## src/hw/rtl/sdkf_pkg.sv

```systemverilog
// Shared types, constants and the scancode-to-ASCII table for the key decoder.
package sdkf_pkg;

  localparam int unsigned CODE_W     = 8;
  localparam int unsigned COUNT_W    = 4;
  localparam int unsigned CFG_IDX_W  = 2;
  localparam int unsigned OUT_DATA_W = 16;

  // Scancode set 1 markers
  localparam logic [7:0] SC_EXT_PREFIX = 8'hE0;
  localparam logic [7:0] SC_ARROW_UP    = 8'h48;
  localparam logic [7:0] SC_ARROW_DOWN  = 8'h50;
  localparam logic [7:0] SC_ARROW_LEFT  = 8'h4B;
  localparam logic [7:0] SC_ARROW_RIGHT = 8'h4D;

  // Configuration register indexes
  localparam logic [CFG_IDX_W-1:0] REG_ARROW_UP    = 2'd0;
  localparam logic [CFG_IDX_W-1:0] REG_ARROW_DOWN  = 2'd1;
  localparam logic [CFG_IDX_W-1:0] REG_ARROW_LEFT  = 2'd2;
  localparam logic [CFG_IDX_W-1:0] REG_ARROW_RIGHT = 2'd3;

  localparam logic [CODE_W-1:0] ARROW_UP_RESET    = 8'd128;
  localparam logic [CODE_W-1:0] ARROW_DOWN_RESET  = 8'd129;
  localparam logic [CODE_W-1:0] ARROW_LEFT_RESET  = 8'd130;
  localparam logic [CODE_W-1:0] ARROW_RIGHT_RESET = 8'd131;

  typedef struct packed {
    logic [CODE_W-1:0] up;
    logic [CODE_W-1:0] down;
    logic [CODE_W-1:0] left;
    logic [CODE_W-1:0] right;
  } arrow_cfg_t;

  // Command from the pipeline control to the ring for one transaction
  typedef struct packed {
    logic              load;
    logic              pop;
    logic [CODE_W-1:0] code;
  } ring_cmd_t;

  typedef struct packed {
    logic [COUNT_W-1:0] queued_count;
    logic               dropped_full;
    logic [CODE_W-1:0]  key_value;
    logic               key_valid;
  } ring_res_t;

  // Make codes without a prefix; anything not listed maps to zero.
  function automatic logic [CODE_W-1:0] ascii_lookup(input logic [6:0] sc);
    logic [CODE_W-1:0] c;
    c = '0;
    case (sc)
      7'd1:    c = 8'h1B;
      7'd2:    c = 8'h31;
      7'd3:    c = 8'h32;
      7'd4:    c = 8'h33;
      7'd5:    c = 8'h34;
      7'd6:    c = 8'h35;
      7'd7:    c = 8'h36;
      7'd8:    c = 8'h37;
      7'd9:    c = 8'h38;
      7'd10:   c = 8'h39;
      7'd11:   c = 8'h30;
      7'd12:   c = 8'h2D;
      7'd13:   c = 8'h3D;
      7'd14:   c = 8'h08;
      7'd15:   c = 8'h09;
      7'd16:   c = 8'h71;
      7'd17:   c = 8'h77;
      7'd18:   c = 8'h65;
      7'd19:   c = 8'h72;
      7'd20:   c = 8'h74;
      7'd21:   c = 8'h79;
      7'd22:   c = 8'h75;
      7'd23:   c = 8'h69;
      7'd24:   c = 8'h6F;
      7'd25:   c = 8'h70;
      7'd26:   c = 8'h5B;
      7'd27:   c = 8'h5D;
      7'd28:   c = 8'h0A;
      7'd30:   c = 8'h61;
      7'd31:   c = 8'h73;
      7'd32:   c = 8'h64;
      7'd33:   c = 8'h66;
      7'd34:   c = 8'h67;
      7'd35:   c = 8'h68;
      7'd36:   c = 8'h6A;
      7'd37:   c = 8'h6B;
      7'd38:   c = 8'h6C;
      7'd39:   c = 8'h3B;
      7'd40:   c = 8'h27;
      7'd41:   c = 8'h60;
      7'd43:   c = 8'h5C;
      7'd44:   c = 8'h7A;
      7'd45:   c = 8'h78;
      7'd46:   c = 8'h63;
      7'd47:   c = 8'h76;
      7'd48:   c = 8'h62;
      7'd49:   c = 8'h6E;
      7'd50:   c = 8'h6D;
      7'd51:   c = 8'h2C;
      7'd52:   c = 8'h2E;
      7'd53:   c = 8'h2F;
      7'd55:   c = 8'h2A;
      7'd57:   c = 8'h20;
      default: c = '0;
    endcase
    return c;
  endfunction

endpackage

```

## src/hw/rtl/sdkf_decode.sv

```systemverilog
// Scancode decoder: extended-prefix tracking, arrow mapping and table lookup.
module sdkf_decode
  import sdkf_pkg::*;
(
  input  logic              clk,
  input  logic              rst,
  input  logic              step,
  input  logic [CODE_W-1:0] scan_byte,
  input  arrow_cfg_t        arrows,
  output logic [CODE_W-1:0] code
);

  logic prefix;
  logic prefix_next;

  always_comb begin
    code        = '0;
    prefix_next = prefix;
    if (scan_byte == SC_EXT_PREFIX) begin
      prefix_next = 1'b1;
    end else if (scan_byte[7]) begin
      // Break code: key released, nothing to queue.
      prefix_next = 1'b0;
    end else if (prefix) begin
      prefix_next = 1'b0;
      unique case (scan_byte)
        SC_ARROW_UP:    code = arrows.up;
        SC_ARROW_DOWN:  code = arrows.down;
        SC_ARROW_LEFT:  code = arrows.left;
        SC_ARROW_RIGHT: code = arrows.right;
        default:        code = '0;
      endcase
    end else begin
      code = ascii_lookup(scan_byte[6:0]);
    end
  end

  always_ff @(posedge clk) begin
    if (rst) begin
      prefix <= 1'b0;
    end else if (step) begin
      prefix <= prefix_next;
    end
  end

endmodule

```

## src/hw/rtl/sdkf_ring.sv

```systemverilog
// Key ring: circular buffer with its pointers, fill count and result register.
module sdkf_ring
  import sdkf_pkg::*;
#(
  parameter int unsigned RING_DEPTH = 16
) (
  input  logic      clk,
  input  logic      rst,
  input  ring_cmd_t cmd,
  output ring_res_t res
);

  localparam int unsigned PW = (RING_DEPTH > 1) ? $clog2(RING_DEPTH) : 1;
  localparam int unsigned CW = (PW > COUNT_W) ? PW : COUNT_W;
  localparam logic [PW-1:0] LAST = PW'(RING_DEPTH - 1);

  logic [CODE_W-1:0] ring [RING_DEPTH];
  logic [PW-1:0]     wr_ptr;
  logic [PW-1:0]     rd_ptr;
  logic [PW-1:0]     count;
  logic [PW-1:0]     count_next;
  logic [CW-1:0]     count_wide;
  logic              empty;
  logic              full;
  logic              do_pop;
  logic              do_push;
  logic              drop;

  assign empty = (count == '0);
  assign full  = (count == LAST);

  always_comb begin
    do_pop     = cmd.load && cmd.pop && !empty;
    do_push    = cmd.load && !cmd.pop && (cmd.code != '0) && !full;
    drop       = !cmd.pop && (cmd.code != '0) && full;
    count_next = count;
    if (do_pop) begin
      count_next = count - 1'b1;
    end else if (do_push) begin
      count_next = count + 1'b1;
    end
    count_wide = CW'(count_next);
  end

  always_ff @(posedge clk) begin
    if (do_push) begin
      ring[wr_ptr] <= cmd.code;
    end
  end

  always_ff @(posedge clk) begin
    if (rst) begin
      wr_ptr <= '0;
      rd_ptr <= '0;
      count  <= '0;
    end else begin
      count <= count_next;
      if (do_push) begin
        wr_ptr <= (wr_ptr == LAST) ? '0 : wr_ptr + 1'b1;
      end
      if (do_pop) begin
        rd_ptr <= (rd_ptr == LAST) ? '0 : rd_ptr + 1'b1;
      end
    end
  end

  // The memory read lands directly in the result register.
  always_ff @(posedge clk) begin
    if (cmd.load) begin
      res.key_valid    <= do_pop;
      res.key_value    <= do_pop ? ring[rd_ptr] : '0;
      res.dropped_full <= drop;
      res.queued_count <= count_wide[COUNT_W-1:0];
    end
  end

endmodule

```

## src/hw/rtl/scancode_decoder_key_fifo.sv

```systemverilog
// Top level of the scancode decoder with its key ring.
// One transaction on the slave side is taken every cycle and yields exactly one
// result transaction, presented on the master side: the input register holds it,
// then the decode, the ring update and the ring read all happen on the way into the
// result register. The only stall comes from the master side: while a result waits
// and m_tready is low, the input register holds and s_tready drops once it is full.
// The ring needs no clearing after reset. The user must set the arrow key codes
// through the configuration port only while the block is idle; the block does not enforce this.
module scancode_decoder_key_fifo
  import sdkf_pkg::*;
#(
  parameter int unsigned RING_DEPTH = 16
) (
  input  logic                  clk,
  input  logic                  rst,
  input  logic                  s_tvalid,
  output logic                  s_tready,
  input  logic [CODE_W-1:0]     s_tdata,   // [7:0] scan_byte
  input  logic                  s_tuser,   // [0] func (1 = pop)
  output logic                  m_tvalid,
  input  logic                  m_tready,
  output logic [OUT_DATA_W-1:0] m_tdata,   // [0] key_valid, [8:1] key_value,
                                           // [9] dropped_full, [13:10] queued_count
  input  logic                  cfg_we,
  input  logic [CFG_IDX_W-1:0]  cfg_index,
  input  logic [CODE_W-1:0]     cfg_data
);

  arrow_cfg_t        arrows;
  logic              in_valid;
  logic              in_func;
  logic [CODE_W-1:0] in_byte;
  logic              advance;
  logic              accept;
  logic [CODE_W-1:0] code;
  ring_cmd_t         cmd;
  ring_res_t         res;

  assign advance  = in_valid && (!m_tvalid || m_tready);
  assign s_tready = !in_valid || advance;
  assign accept   = s_tvalid && s_tready;

  always_ff @(posedge clk) begin
    if (rst) begin
      arrows.up    <= ARROW_UP_RESET;
      arrows.down  <= ARROW_DOWN_RESET;
      arrows.left  <= ARROW_LEFT_RESET;
      arrows.right <= ARROW_RIGHT_RESET;
    end else if (cfg_we) begin
      unique case (cfg_index)
        REG_ARROW_UP:    arrows.up    <= cfg_data;
        REG_ARROW_DOWN:  arrows.down  <= cfg_data;
        REG_ARROW_LEFT:  arrows.left  <= cfg_data;
        REG_ARROW_RIGHT: arrows.right <= cfg_data;
      endcase
    end
  end

  always_ff @(posedge clk) begin
    if (rst) begin
      in_valid <= 1'b0;
      m_tvalid <= 1'b0;
    end else begin
      if (accept) begin
        in_valid <= 1'b1;
      end else if (advance) begin
        in_valid <= 1'b0;
      end
      if (advance) begin
        m_tvalid <= 1'b1;
      end else if (m_tready) begin
        m_tvalid <= 1'b0;
      end
    end
  end

  always_ff @(posedge clk) begin
    if (accept) begin
      in_func <= s_tuser;
      in_byte <= s_tdata;
    end
  end

  sdkf_decode u_decode (
    .clk       (clk),
    .rst       (rst),
    .step      (advance && !in_func),
    .scan_byte (in_byte),
    .arrows    (arrows),
    .code      (code)
  );

  assign cmd.load = advance;
  assign cmd.pop  = in_func;
  assign cmd.code = code;

  sdkf_ring #(
    .RING_DEPTH (RING_DEPTH)
  ) u_ring (
    .clk (clk),
    .rst (rst),
    .cmd (cmd),
    .res (res)
  );

  assign m_tdata = {2'b00, res.queued_count, res.dropped_full, res.key_value, res.key_valid};

endmodule

```

## config.mk

```make
export PLATFORM = sky130hd
export DESIGN_NAME = scancode_decoder_key_fifo
export DESIGN_NICKNAME = d
export VERILOG_FILES = /design/src/hw/rtl/sdkf_pkg.sv /design/src/hw/rtl/sdkf_decode.sv /design/src/hw/rtl/sdkf_ring.sv /design/src/hw/rtl/scancode_decoder_key_fifo.sv
export SDC_FILE = /design/constraint.sdc
export NUM_CORES = 1
export LEC_CHECK = 0
export BUFFER_PORTS_ARGS = -buffer_cell sky130_fd_sc_hd__buf_4
export CAP_MARGIN = 5
export CORE_ASPECT_RATIO = 0.75
export CORE_MARGIN = 2
export CORE_UTILIZATION = 33
export CTS_BUF_LIST = sky130_fd_sc_hd__clkbuf_4 sky130_fd_sc_hd__clkbuf_8 sky130_fd_sc_hd__clkbuf_16
export DETAILED_ROUTE_END_ITERATION = 8
export SETUP_SLACK_MARGIN = 0.5
export SLEW_MARGIN = 20
export SYNTH_ARGS = -nofsm -noshare
export SYNTH_HDL_FRONTEND = slang
export SYNTH_SLANG_ARGS = --single-unit
```

## constraint.sdc

```tcl
create_clock -name clk -period 5.5 [get_ports clk]
set_input_delay 0.55 -clock clk [delete_from_list [all_inputs] [get_ports clk]]
set_output_delay 0.55 -clock clk [all_outputs]
set_load 0.1 [all_outputs]
```

==> results.json <==
{
  "status": "completed",
  "drc": 0,
  "dp_hpwl_mm": 13.63,
  "synth_fa_ha_area_frac": 0.02312,
  "synth_top_family_by_area": "multiplexers",
  "antenna_left": 0,
  "whs_ps": 237.4,
  "synthXorXnorAreaFrac": 0.004760,
  "dieArea_um2": 29240,
  "syn_avg_cell_area_um2": 13.83,
  "critPathKind": "flip-flop to flip-flop",
  "cts_tree": "done",
  "async_flop_share": 0,
  "drv_slew": 0,
  "dp.cells": 1027,
  "seq_area_frac_synth": 0.6104,
  "power.leakage_nw": 3.642,
  "multi_input_area_um2": 3368,
  "start_util": 0.3383,
  "synth.area.top_cells": "edfxtp_1, dfxtp_1, mux4_2",
  "setup_viol": 0,
  "power.total_mw": 3.381,
  "clock-sinks": 205,
  "finalCriticalPeriod_ps": 4420,
  "die-width_um": 196.8,
  "yosys_warnings": 0,
  "n_antenna_cell": 0,
  "synthTopCellsByCount": "edfxtp_1, nand2_1, dfxtp_1, nor2_1, mux4_2",
  "maxCapViolations": 0,
  "synth.area.mux_share": 0.1382,
  "first_pass_iters": 5,
  "cts-root-buf": "clkbuf_16",
  "io_pins": 42,
  "slew_headroom": 0.4451,
  "nets": 739,
  "synth_area_um2": 9200,
  "wl_per_cell_um": 19.42,
  "clockBufferDepth": 3,
  "rows": 52,
  "antenna_found_initial": 0,
  "endpoint_kind": "flip-flop",
  "cts_hold_buf": 0,
  "cts_made_buffers": 20,
  "hold_viol_final": 0,
  "finalCritPeriodShare": 0.8036,
  "rsz0062_at_grt": "false",
  "synth_edf_count": 151,
  "max_slew.worst_pin.slew_ps": 829.4,
  "grt_pass1_wl_mm": 31.61,
  "synthToLayoutAreaGrowth_pct": 14.80,
  "final_core_util": 0.3883,
  "arrival_ps": 4540,
  "fin_cells": 1059,
  "post-synth-top-count-cell": "edfxtp_1",
  "vdd_drop_max_mv": 0.2000,
  "drive_gt1_frac": 0.2246,
  "gp_congestion": 0.7738,
  "synth_top_area_frac": 0.4929,
  "max_freq_ghz": 0.2263,
  "dr_total_vias": 5670,
  "clock_latency_ps": 490,
  "timing.setup.tns_ps": 0,
  "grt_pass1_vias": 5379,
  "yosysTopAreaCell": "edfxtp_1",
  "dr.first_iter.drc_count": 433,
  "fill_cells": 2551,
  "hold_class": "input pin to flip-flop",
  "start_kind": "flip-flop",
  "grt_overflow": 0,
  "finalClockSkew_ps": 17.35,
  "synth_compound_gate_area_share": 0.07140,
  "vias_per_cell": 5.354,
  "grtUsageTotal": 0.1395,
  "synthCells": 665,
  "core_area_um2": 27200,
  "yosysUniqueCellTypes": 61,
  "chipHeight_um": 148.6,
  "regArea_um2": 5617,
  "grt_max_degree": 50,
  "cp_data_required_time_ps": 5620,
  "port_buffers": 39,
  "clk_pin_slew_worst_paths_ps": 60,
  "synth_ff_type": "edfxtp_1",
  "synthSimpleGateAreaFrac": 0.1210,
  "ctsResizeCount": 0,
  "p_per_area_nw_per_um2": 320.1,
  "synth_seq_cells": 205,
  "htree_levels": 1,
  "postCtsSetupBuffers": 0,
  "worstPathMaxFanout": 17,
  "wl_mm": 20.56
}
[registers in the layout (all words and copies together) (netlist names), named ones only]
signal	cells
arrows	32
in_byte	8
in_func	1
in_valid	1
m_tvalid	1
u_decode.prefix	1
u_ring.count	4
u_ring.rd_ptr	4
u_ring.res	14
u_ring.ring	128
u_ring.wr_ptr	4
[worst max-delay path, stage by stage (launching register included)]
cell,delay (ps)
edfxtp_1,650
nor4bb_2,800
nand3_1,230
a2111oi_4,380
buf_4,290
nor4_2,100
a21oi_2,610
nand2_1,330
nor2_1,660
[where the power goes]
group / internal [mW] / switching [mW] / total, mW
clock: 0.780 / 0.547 / 1.33
combinational: 0.117 / 0.205 / 0.322
sequential: 1.70 / 0.0340 / 1.73
total: 2.60 / 0.786 / 3.38
[final timing paths]
kind | from | to | slack (ps) | depth (start not counted)
worst max-delay path | in_byte[7] | u_ring.ring[9][7] | 1080 | 8
worst min-delay path | s_tuser | in_func | 240 | 1
worst max register to register | in_byte[7] | u_ring.ring[9][7] | 1080 | 8
worst min register to register | arrows[11] | arrows[11] | 450 | 2
[routing by layer]
metal  track usage  up-vias  share of wire
met2        0.1966      155           0.42
li1              -     2626              -
met1        0.2274     2863           0.50
met3       0.02086       26          0.061
met5             0        -              0
met4       0.02180        0          0.014
[layout by cell type (no fill, tap or decap), drive strengths merged, types with 8 or more instances in the layout]
master / Yosys / layout
dfxtp: 54 / 54
inv: 17 / 17
nand3b: 8 / 8
and2: 10 / 10
a21oi: 38 / 38
o311ai: 10 / 10
mux2i: 25 / 25
o21ai: 11 / 11
a311oi: 8 / 8
ha: 17 / 17
mux4: 42 / 42
nand3: 18 / 18
clkbuf: 26 / 27
buf: 23 / 59
and4b: 16 / 16
nor2: 46 / 46
nor4b: 9 / 9
edfxtp: 151 / 151
nand2: 59 / 59
[logic make-up after synthesis]
group           count (synthesis)
simple gates                  200
fa+ha+maj                      17
compound gates                 98
other cells                     1
flops                         205
buf+inv                        66
xor+xnor                        5
mux                            73
[cell type report]
cell class	count	area share
Timing Repair Buffer	59	0.04194
Tap cell	351	0.04158
Multi-Input combinational cell	395	0.3189
Sequential cell	205	0.5318
Inverter	17	0.006042
Clock inverter	5	0.005094
Clock buffer	27	0.05461
[metrics by stage]
step	setup WS (ps)	instance area [µm²]
finish	1080	10560
global route	830.6	10560
CTS	814.0	10560
detailed placement	801.8	9925
global placement	907.8	9925
floorplan	873.0	9204
(Power assumes the default switching activity.)
